### config.mk
export PLATFORM = sky130hd
export DESIGN_NAME = four_digit_display_serializer_top
export DESIGN_NICKNAME = d
export VERILOG_FILES = /design/src/rtl/core/fdds_pkg.sv /design/src/rtl/core/fdds_digit_conv.sv /design/src/rtl/core/fdds_phase_seq.sv /design/src/rtl/core/four_digit_display_serializer_top.sv
export SDC_FILE = /design/constraint.sdc
export NUM_CORES = 1
export LEC_CHECK = 0
export ABC_AREA = 1
export BUFFER_PORTS_ARGS = -buffer_cell sky130_fd_sc_hd__buf_2
export CAP_MARGIN = 5
export CELL_PAD_IN_SITES_DETAIL_PLACEMENT = 1
export CELL_PAD_IN_SITES_GLOBAL_PLACEMENT = 1
export CORE_MARGIN = 8
export CORE_UTILIZATION = 49
export DETAILED_ROUTE_END_ITERATION = 8
export MAX_ROUTING_LAYER = met4
export PLACE_DENSITY_LB_ADDON = 0.3
export SYNTH_ARGS = -nofsm -noshare
export SYNTH_HDL_FRONTEND = slang
export SYNTH_SLANG_ARGS = --single-unit
### constraint.sdc
create_clock -name clk -period 6.9 [get_ports clk]
set_clock_uncertainty 0.15 [all_clocks]
set_input_delay 1.035 -clock clk [delete_from_list [all_inputs] [get_ports clk]]
set_output_delay 1.035 -clock clk [all_outputs]
set_load 0.02 [all_outputs]
### src/rtl/core/fdds_pkg.sv
// ----------------------------------------------------------------------------
// fdds_pkg: shared types and constants of the display serializer
// Payload structs, operation codes, phase sequencer states, segment table.
// ----------------------------------------------------------------------------
package fdds_pkg;

	localparam int unsigned VALUE_W = 14;
	localparam int unsigned WR_IDX_W = 3;

	typedef enum logic [1:0] {
		OP_TICK   = 2'd0,
		OP_SHOW   = 2'd1,
		OP_BRIGHT = 2'd2,
		OP_NOP    = 2'd3
	} op_t;

	typedef struct packed {
		logic [1:0]         operation;
		logic [VALUE_W-1:0] shown_value;
		logic [2:0]         dot_position;
		logic [3:0]         brightness_level;
	} in_t;

	typedef struct packed {
		logic clock_pin;
		logic data_pin;
		logic busy_res;
		logic frame_end;
		logic command_rejected;
	} out_t;

	typedef enum logic [4:0] {
		PH_IDLE  = 5'b00001,
		PH_START = 5'b00010,
		PH_BIT   = 5'b00100,
		PH_ACK   = 5'b01000,
		PH_STOP  = 5'b10000
	} ph_state_t;

	// Command to the phase sequencer for the item being processed
	typedef struct packed {
		logic load;
		logic tick;
		logic is_number;
	} seq_cmd_t;

	// Line levels and status after the item being processed
	typedef struct packed {
		logic clock_level;
		logic data_level;
		logic sending;
		logic frame_end;
	} seq_stat_t;

	// Segment byte write from the digit unit
	typedef struct packed {
		logic                we;
		logic [WR_IDX_W-1:0] idx;
		logic [7:0]          data;
	} dig_wr_t;

	localparam logic [7:0]  ADDR_CMD   = 8'hC0;
	localparam logic [7:0]  BRIGHT_CMD = 8'h88;
	localparam logic [7:0]  POINT_BIT  = 8'h80;
	localparam logic [3:0]  MAX_BRIGHT = 4'd7;
	localparam logic [2:0]  LAST_BIT   = 3'd7;
	// floor(x * 6554 / 2^16) == floor(x / 10) for every 14-bit x
	localparam logic [12:0] RECIP_TEN  = 13'd6554;

	function automatic logic [7:0] seg_of(input logic [3:0] digit);
		logic [7:0] seg;
		case (digit)
			4'd0: seg = 8'h3f;
			4'd1: seg = 8'h06;
			4'd2: seg = 8'h5b;
			4'd3: seg = 8'h4f;
			4'd4: seg = 8'h66;
			4'd5: seg = 8'h6d;
			4'd6: seg = 8'h7d;
			4'd7: seg = 8'h07;
			4'd8: seg = 8'h7f;
			4'd9: seg = 8'h6f;
			default: seg = 8'h00;
		endcase
		return seg;
	endfunction

endpackage

### src/rtl/core/fdds_digit_conv.sv
// ----------------------------------------------------------------------------
// fdds_digit_conv: iterative decimal digit unit
// Peels one decimal digit per cycle off the shown value, rightmost first,
// and writes its segment byte (with the point where the dot position selects it) into the frame store.
// ----------------------------------------------------------------------------
module fdds_digit_conv
	import fdds_pkg::*;
#(
	parameter int unsigned DIGIT_COUNT = 4
) (
	input  logic               clk,
	input  logic               arst_n,
	input  logic               start,
	input  logic [VALUE_W-1:0] value,
	input  logic [2:0]         dot,
	output dig_wr_t            wr
);

	localparam int unsigned IDX_W = $clog2(DIGIT_COUNT + 1);

	logic [IDX_W-1:0]   cnt_q;
	logic [VALUE_W-1:0] rem_q;
	logic [2:0]         dot_q;

	logic [VALUE_W+12:0] prod;
	logic [VALUE_W-1:0]  quot;
	logic [VALUE_W-1:0]  quot_x10;
	logic [VALUE_W-1:0]  diff;
	logic [7:0]          seg;

	always_comb begin
		prod     = (VALUE_W+13)'(rem_q) * (VALUE_W+13)'(RECIP_TEN);
		quot     = VALUE_W'(prod[VALUE_W+12:16]);
		quot_x10 = (quot << 3) + (quot << 1);
		diff     = rem_q - quot_x10;
		seg      = seg_of(diff[3:0]);
		if (dot_q == 3'(cnt_q)) begin
			seg = seg | POINT_BIT;
		end
	end

	assign wr.we   = (cnt_q != '0);
	assign wr.idx  = WR_IDX_W'(cnt_q);
	assign wr.data = seg;

	always_ff @(posedge clk or negedge arst_n) begin
		if (!arst_n) begin
			cnt_q <= '0;
		end else if (start) begin
			cnt_q <= IDX_W'(DIGIT_COUNT);
		end else if (cnt_q != '0) begin
			cnt_q <= cnt_q - IDX_W'(1);
		end
	end

	always_ff @(posedge clk) begin
		if (start) begin
			rem_q <= value;
			dot_q <= dot;
		end else if (cnt_q != '0) begin
			rem_q <= quot;
		end
	end

endmodule

### src/rtl/core/fdds_phase_seq.sv
// ----------------------------------------------------------------------------
// fdds_phase_seq: two-wire waveform phase sequencer
// Walks start, bit, acknowledge and stop phases one tick at a time and
// holds the current clock and data line levels.
// ----------------------------------------------------------------------------
module fdds_phase_seq
	import fdds_pkg::*;
#(
	parameter int unsigned DIGIT_COUNT = 4
) (
	input  logic                                 clk,
	input  logic                                 arst_n,
	input  seq_cmd_t                             cmd,
	input  logic [7:0]                           cur_byte,
	output logic [$clog2(DIGIT_COUNT + 1)-1:0]   byte_idx,
	output logic                                 sending,
	output seq_stat_t                            stat
);

	localparam int unsigned IDX_W = $clog2(DIGIT_COUNT + 1);

	ph_state_t        state_q, state_d;
	logic [1:0]       cnt_q, cnt_d;
	logic [2:0]       bit_q, bit_d;
	logic [IDX_W-1:0] byte_q, byte_d;
	logic             is_num_q, is_num_d;
	logic             clk_q, clk_d;
	logic             dat_q, dat_d;
	logic             end_d;
	logic             last_byte;

	assign byte_idx  = byte_q;
	assign sending   = (state_q != PH_IDLE);
	assign last_byte = is_num_q ? (byte_q == IDX_W'(DIGIT_COUNT)) : (byte_q == '0);

	always_comb begin
		state_d  = state_q;
		cnt_d    = cnt_q;
		bit_d    = bit_q;
		byte_d   = byte_q;
		is_num_d = is_num_q;
		clk_d    = clk_q;
		dat_d    = dat_q;
		end_d    = 1'b0;
		if (cmd.load) begin
			state_d  = PH_START;
			cnt_d    = 2'd0;
			is_num_d = cmd.is_number;
		end else if (cmd.tick) begin
			case (state_q)
				PH_IDLE: begin
				end
				PH_START: begin
					clk_d = (cnt_q != 2'd2);
					dat_d = (cnt_q == 2'd0);
					if (cnt_q == 2'd2) begin
						state_d = PH_BIT;
						cnt_d   = 2'd0;
						bit_d   = 3'd0;
						byte_d  = '0;
					end else begin
						cnt_d = cnt_q + 2'd1;
					end
				end
				PH_BIT: begin
					clk_d = (cnt_q == 2'd2);
					dat_d = (cnt_q == 2'd0) ? dat_q : cur_byte[bit_q];
					if (cnt_q == 2'd2) begin
						cnt_d = 2'd0;
						if (bit_q == LAST_BIT) begin
							state_d = PH_ACK;
						end else begin
							bit_d = bit_q + 3'd1;
						end
					end else begin
						cnt_d = cnt_q + 2'd1;
					end
				end
				PH_ACK: begin
					clk_d = (cnt_q == 2'd1);
					if (cnt_q == 2'd1) begin
						cnt_d = 2'd0;
						if (last_byte) begin
							state_d = PH_STOP;
						end else begin
							state_d = PH_BIT;
							bit_d   = 3'd0;
							byte_d  = byte_q + IDX_W'(1);
						end
					end else begin
						cnt_d = cnt_q + 2'd1;
					end
				end
				PH_STOP: begin
					clk_d = (cnt_q != 2'd0);
					dat_d = (cnt_q == 2'd2);
					if (cnt_q == 2'd2) begin
						state_d = PH_IDLE;
						cnt_d   = 2'd0;
						end_d   = 1'b1;
					end else begin
						cnt_d = cnt_q + 2'd1;
					end
				end
				default: begin
					state_d = PH_IDLE;
				end
			endcase
		end
	end

	assign stat.clock_level = clk_d;
	assign stat.data_level  = dat_d;
	assign stat.sending     = (state_d != PH_IDLE);
	assign stat.frame_end   = end_d;

	always_ff @(posedge clk or negedge arst_n) begin
		if (!arst_n) begin
			state_q  <= PH_IDLE;
			cnt_q    <= 2'd0;
			bit_q    <= 3'd0;
			byte_q   <= '0;
			is_num_q <= 1'b0;
			clk_q    <= 1'b0;
			dat_q    <= 1'b0;
		end else begin
			state_q  <= state_d;
			cnt_q    <= cnt_d;
			bit_q    <= bit_d;
			byte_q   <= byte_d;
			is_num_q <= is_num_d;
			clk_q    <= clk_d;
			dat_q    <= dat_d;
		end
	end

endmodule

### src/rtl/core/four_digit_display_serializer_top.sv
// ----------------------------------------------------------------------------
// four_digit_display_serializer_top: seven-segment display link serializer
// Turns show, brightness and tick commands into clock/data line phases.
// ----------------------------------------------------------------------------
// One item per clock cycle while out_ready keeps up: an input register feeds
// the phase sequencer and command decode, and a result register presents the
// line levels. The result register frees the input side, so a new item is
// taken while a result still waits on out_ready.
// A show command hands the value to a digit unit that extracts one decimal
// digit per cycle; this completes long before the sequencer reaches the first
// digit byte, which takes at least 29 ticks after the command. Each tick item
// advances the waveform by one phase step; a command that arrives while a
// frame is still in flight is dropped and flagged.
module four_digit_display_serializer_top
	import fdds_pkg::*;
#(
	parameter int unsigned DIGIT_COUNT = 4
) (
	input  logic clk,
	input  logic arst_n,
	input  logic in_valid,
	output logic in_ready,
	input  in_t  in_data,
	output logic out_valid,
	input  logic out_ready,
	output out_t out_data
);

	localparam int unsigned IDX_W = $clog2(DIGIT_COUNT + 1);
	localparam int unsigned SLOTS = DIGIT_COUNT + 1;

	// input stage
	logic in_valid_s1;
	in_t  in_data_s1;

	// result register
	logic out_valid_q;
	out_t out_data_q;

	logic proceed;
	logic is_cmd;
	logic accept_cmd;
	logic reject;

	seq_cmd_t         seq_cmd;
	seq_stat_t        seq_stat;
	logic             sending;
	logic [IDX_W-1:0] byte_idx;
	logic [7:0]       cur_byte;
	dig_wr_t          dig_wr;

	logic [7:0] frame_bytes_q [SLOTS];
	logic [7:0] first_byte;
	logic [3:0] bright_clamped;

	// advance the input stage whenever the result register is free or drains
	assign proceed   = in_valid_s1 && (!out_valid_q || out_ready);
	assign in_ready  = !in_valid_s1 || proceed;
	assign out_valid = out_valid_q;
	assign out_data  = out_data_q;

	always_ff @(posedge clk or negedge arst_n) begin
		if (!arst_n) begin
			in_valid_s1 <= 1'b0;
		end else if (in_ready) begin
			in_valid_s1 <= in_valid;
		end
	end

	always_ff @(posedge clk) begin
		if (in_valid && in_ready) begin
			in_data_s1 <= in_data;
		end
	end

	// command decode: a show or brightness command loads a frame only when idle
	assign is_cmd     = (in_data_s1.operation == OP_SHOW) ||
	                    (in_data_s1.operation == OP_BRIGHT);
	assign accept_cmd = proceed && is_cmd && !sending;
	assign reject     = is_cmd && sending;

	assign seq_cmd.load      = accept_cmd;
	assign seq_cmd.tick      = proceed && (in_data_s1.operation == OP_TICK);
	assign seq_cmd.is_number = (in_data_s1.operation == OP_SHOW);

	fdds_phase_seq #(
		.DIGIT_COUNT(DIGIT_COUNT)
	) u_phase_seq (
		.clk      (clk),
		.arst_n   (arst_n),
		.cmd      (seq_cmd),
		.cur_byte (cur_byte),
		.byte_idx (byte_idx),
		.sending  (sending),
		.stat     (seq_stat)
	);

	fdds_digit_conv #(
		.DIGIT_COUNT(DIGIT_COUNT)
	) u_digit_conv (
		.clk    (clk),
		.arst_n (arst_n),
		.start  (accept_cmd && seq_cmd.is_number),
		.value  (in_data_s1.shown_value),
		.dot    (in_data_s1.dot_position),
		.wr     (dig_wr)
	);

	// frame byte store: slot zero from the command, digit slots from the digit unit
	always_comb begin
		bright_clamped = (in_data_s1.brightness_level > MAX_BRIGHT) ?
		                 MAX_BRIGHT : in_data_s1.brightness_level;
		first_byte     = seq_cmd.is_number ? ADDR_CMD :
		                 (BRIGHT_CMD + 8'(bright_clamped));
	end

	always_ff @(posedge clk) begin
		if (accept_cmd) begin
			frame_bytes_q[0] <= first_byte;
		end
		if (dig_wr.we) begin
			frame_bytes_q[dig_wr.idx[IDX_W-1:0]] <= dig_wr.data;
		end
	end

	assign cur_byte = frame_bytes_q[byte_idx];

	// result register: hold until the downstream side takes the transfer
	always_ff @(posedge clk or negedge arst_n) begin
		if (!arst_n) begin
			out_valid_q <= 1'b0;
		end else if (proceed) begin
			out_valid_q <= 1'b1;
		end else if (out_ready) begin
			out_valid_q <= 1'b0;
		end
	end

	always_ff @(posedge clk) begin
		if (proceed) begin
			out_data_q.clock_pin        <= seq_stat.clock_level;
			out_data_q.data_pin         <= seq_stat.data_level;
			out_data_q.busy_res         <= seq_stat.sending;
			out_data_q.frame_end        <= seq_stat.frame_end;
			out_data_q.command_rejected <= reject;
		end
	end

	// the last stop phase always leaves the link idle
	a_end_not_busy: assert property (@(posedge clk) disable iff (!arst_n)
		out_valid_q && out_data_q.frame_end |-> !out_data_q.busy_res)
		else $error("frame end reported while still busy");

	// a command is only dropped while a frame is in flight
	a_reject_busy: assert property (@(posedge clk) disable iff (!arst_n)
		out_valid_q && out_data_q.command_rejected |-> out_data_q.busy_res)
		else $error("command rejected while idle");

	// an empty result register never stalls the input side
	a_ready_free: assert property (@(posedge clk) disable iff (!arst_n)
		!out_valid_q |-> in_ready)
		else $error("input stalled with empty result register");

	// a new frame never starts while the digit unit still writes the previous one
	a_digits_done: assert property (@(posedge clk) disable iff (!arst_n)
		accept_cmd |-> !dig_wr.we)
		else $error("frame loaded during digit extraction");

endmodule
==> flow_metrics.env <==
export IMPL_post_route_cells_drive_above_1_share=0.0936
export IMPL_finalHoldViolCount=0
export IMPL_floorplan_die_width_um=146
export IMPL_hold_depth=0
export IMPL_min_to="u_digit_conv.dot_q[2]"
export IMPL_numPortBuffers=33
export IMPL_post_route_drc_count=0
export IMPL_timing_reg2reg_worst_path_depth=26
export IMPL_syn_inst=883
export IMPL_final_max_slew_viol_count=0
export IMPL_clock_path_buffers=2
export IMPL_timing_slew_headroom=0.383
export IMPL_reg2reg_to="frame_bytes_q[0][0]"
export IMPL_design_die_area_um2=21300
export IMPL_synth_net_count=1068
export IMPL_dpl_cell_area_um2=8710
export IMPL_routed_via_density=5.33
export IMPL_cts_hold_buffers=0
export IMPL_post_cts_repair_setup_buffers=0
export IMPL_finalSetupViolations=0
export IMPL_numCtsBuffers=9
export IMPL_detail_route_iter0_violations=307
export IMPL_yosys_warnings=0
export IMPL_synth_top_cells_by_area="sky130_fd_sc_hd__edfxtp_1 31%, sky130_fd_sc_hd__ha_1 17%, sky130_fd_sc_hd__fa_1 11%"
export IMPL_gr_usage_all_layers=0.214
export IMPL_drt_wirelength_per_cell_um=18.4
export IMPL_cp_slowest_stage_delay_ns=0.58
export IMPL_crit_path_end_kind="flop"
export IMPL_tritoncts="yes"
export IMPL_global_route_overflow_total=0
export IMPL_drt_total_wl_um=21100
export IMPL_min_period_over_period=0.921
export IMPL_ff2ff_setup_slack_ns=0.54
export IMPL_globalplace_congestion=0.895
export IMPL_antenna_left=0
export IMPL_timing_hold_worst_class="reg -> reg"
export IMPL_status="completed"
export IMPL_antenna_cells=0
export IMPL_largest_net_degree_at_the_start_of_global_routing=24
export IMPL_critPathLaunchType="flop"
export IMPL_yosys_register_bits=106
export IMPL_critPathMostFrequentCell="sky130_fd_sc_hd__nand2_1"
export IMPL_synth_top_flop_cell="sky130_fd_sc_hd__edfxtp_1"
export IMPL_critical_path_top_delay_family="adder cells"
export IMPL_netlist_top_cell_by_area="sky130_fd_sc_hd__edfxtp_1"
export IMPL_syn_cell_area_um2=8260
export IMPL_cts_sink_count=106
export IMPL_finalSetupTns_ns=0
export IMPL_criticalPathCategory="reg -> reg"
export IMPL_cp_required_ns=6.98
export IMPL_first_global_vias=6812
export IMPL_drt_pass1_iterations=4
export IMPL_min_period_ns=6.36
export IMPL_cts_htree_levels=3
export IMPL_grt_antenna_before_repair=0
export IMPL_reg2reg_from="u_digit_conv.rem_q[3]"
export IMPL_placementRows=47
export IMPL_timing_hold_worst_start="in_data_s1[6]"
export IMPL_place_detailed_hpwl_um=17300
export IMPL_layout_filler_cells=1949
export IMPL_worstSkewPairLatency_ns=0.36
export IMPL_crit_path_top_delay_cell="sky130_fd_sc_hd__fa_1"
export IMPL_via_count=6122
export IMPL_syn_area_per_cell_um2=9.36
export IMPL_final_design_area_no_fill_um2=8990
export IMPL_timing_critical_path_fanout_max=6
export IMPL_floorplan_io_pins=34
export IMPL_cts_root_buffer_cell="sky130_fd_sc_hd__clkbuf_16"
export IMPL_max_freq_ghz=0.157
export IMPL_setup_repair_after_global_routing_missed_its_margin="no"
export IMPL_netlist_cell_type_count=48
export IMPL_fin_nets=1110
export IMPL_initial_core_util=0.500
export IMPL_netlist_area_leader_share=0.309
export IMPL_synth_async_reset_ratio=0.198
export IMPL_dieHeight_um=146
export IMPL_critical_path_buf_inv_count=6
export IMPL_core_region_area_um2=16500
export IMPL_timing_max_cap_violations=0
export IMPL_seq_area_frac_synth=0.373
export IMPL_worst_ep_arrival_ns=6.44
export IMPL_path_clk_slew_ns=0.08
export IMPL_synth_enable_flop_cells=85
export IMPL_worst_slew_pin_slew_ns=0.924
export IMPL_post_cts_resized_instances=0
export IMPL_grt_pass1_wl_um=34900
export IMPL_layout_overhead_on_the_synthesized_area_pct=8.80
-- per-stage QoR --
stage	utilization	hold WS [ns]	setup WS, ns	instances
3_3_place_gp	0.527	0.253	0.831	1134
4_1_cts	0.544	0.279	0.542	1149
5_1_grt	0.544	0.281	0.135	1149
6_report	0.544	0.275	0.542	1149
2_1_floorplan	-	0.250	1.26	883
3_5_place_dp	0.527	0.260	0.570	1134
-- how the worst max path moves through the flow --
| stage | from | end | slack [ns] | depth (start not counted) |
|---|---|---|---|---|
| finish | u_digit_conv.rem_q[3] | frame_bytes_q[0][0] | 0.54 | 26 |
| detailed placement | u_digit_conv.rem_q[3] | frame_bytes_q[0][0] | 0.57 | 26 |
| CTS | u_digit_conv.rem_q[3] | frame_bytes_q[0][0] | 0.54 | 26 |
| global route | u_digit_conv.rem_q[3] | frame_bytes_q[0][0] | 0.14 | 26 |
| global placement | u_digit_conv.rem_q[3] | frame_bytes_q[0][0] | 0.83 | 26 |
| floorplan | u_digit_conv.rem_q[3] | frame_bytes_q[0][0] | 1.26 | 26 |
-- cell usage in the layout, fill, tap and decap left out, drive strengths merged, types with 3 or more instances in the layout --
| master | n |
|---|---|
| nand4 | 8 |
| or2 | 8 |
| dfrtp | 20 |
| xor2 | 9 |
| xnor2 | 3 |
| nor3 | 13 |
| clkbuf | 9 |
| a31oi | 6 |
| o21ai | 47 |
| nand2 | 155 |
| nand3 | 43 |
| o22ai | 3 |
| clkinv | 5 |
| edfxtp | 85 |
| a21oi | 28 |
| buf | 38 |
| ha | 111 |
| nor4 | 7 |
| nor2 | 64 |
| o21bai | 3 |
| fa | 47 |
| o211ai | 7 |
| inv | 193 |
-- cells in the mapped netlist (2+ instances only) --
master                        n
sky130_fd_sc_hd__o2111ai_1    2
sky130_fd_sc_hd__a21oi_1     27
sky130_fd_sc_hd__buf_2        6
sky130_fd_sc_hd__o211ai_1     7
sky130_fd_sc_hd__nor2_2       5
sky130_fd_sc_hd__a211oi_1     2
sky130_fd_sc_hd__or2_2        7
sky130_fd_sc_hd__inv_2        5
sky130_fd_sc_hd__a21o_1       2
sky130_fd_sc_hd__nor2_1      58
sky130_fd_sc_hd__clkinv_1     3
sky130_fd_sc_hd__nand2_2      6
sky130_fd_sc_hd__nand2_1    148
sky130_fd_sc_hd__xnor2_1      3
sky130_fd_sc_hd__a221oi_1     2
sky130_fd_sc_hd__ha_1       111
sky130_fd_sc_hd__edfxtp_1    85
sky130_fd_sc_hd__nor3_1      12
sky130_fd_sc_hd__dfrtp_1     20
sky130_fd_sc_hd__nor4_1       5
sky130_fd_sc_hd__fa_1        47
sky130_fd_sc_hd__a31oi_1      6
sky130_fd_sc_hd__inv_1      184
sky130_fd_sc_hd__xor2_1       9
sky130_fd_sc_hd__o21ai_0     47
sky130_fd_sc_hd__nand3_1     39
sky130_fd_sc_hd__nand3_2      3
sky130_fd_sc_hd__o22ai_1      3
sky130_fd_sc_hd__o21bai_1     3
sky130_fd_sc_hd__nand4_1      8
-- cell type report --
type / instances / area (um2) / share of cell area
clock buffer: 9 / 225 / 0.0251
clock inverter: 6 / 57.6 / 0.00640
inverter: 192 / 721 / 0.0802
multi-input combinational: 578 / 4430 / 0.493
sequential: 106 / 3080 / 0.343
tap: 220 / 275 / 0.0306
timing repair buffer: 38 / 203 / 0.0226
-- sequential cells by signal (all words and copies together), names as in the netlist, 2 cells and up --
name and cells:
u_digit_conv.rem_q 14, u_phase_seq.bit_q 3, u_phase_seq.state_q 5, u_digit_conv.cnt_q 3, in_data_s1 23, out_data 5, u_phase_seq.cnt_q 2, frame_bytes_q 40
u_digit_conv.dot_q 3, u_phase_seq.byte_idx 3
-- metal layers --
layer / track usage / share of wire
met5: - / 0
met4: 0.0567 / 0.015
met3: 0.0320 / 0.039
met2: 0.352 / 0.49
met1: 0.270 / 0.46
-- logic make-up (layout without fill, tap and decap cells) --
| logic type | after synthesis | after routing | synth area share |
|---|---|---|---|
| AND/OR/NAND/NOR | 300 | 300 | 0.166 |
| buffers and inverters | 199 | 245 | 0.0913 |
| adder cells (fa/ha/maj) | 158 | 158 | 0.282 |
| AO/OA/AOI/OAI | 108 | 108 | 0.0753 |
| flip-flops | 106 | 106 | 0.373 |
| XOR/XNOR | 12 | 12 | 0.0127 |
Power is not shown: default switching activity piles up to over one toggle a cycle in this logic, so the estimate is an artifact.
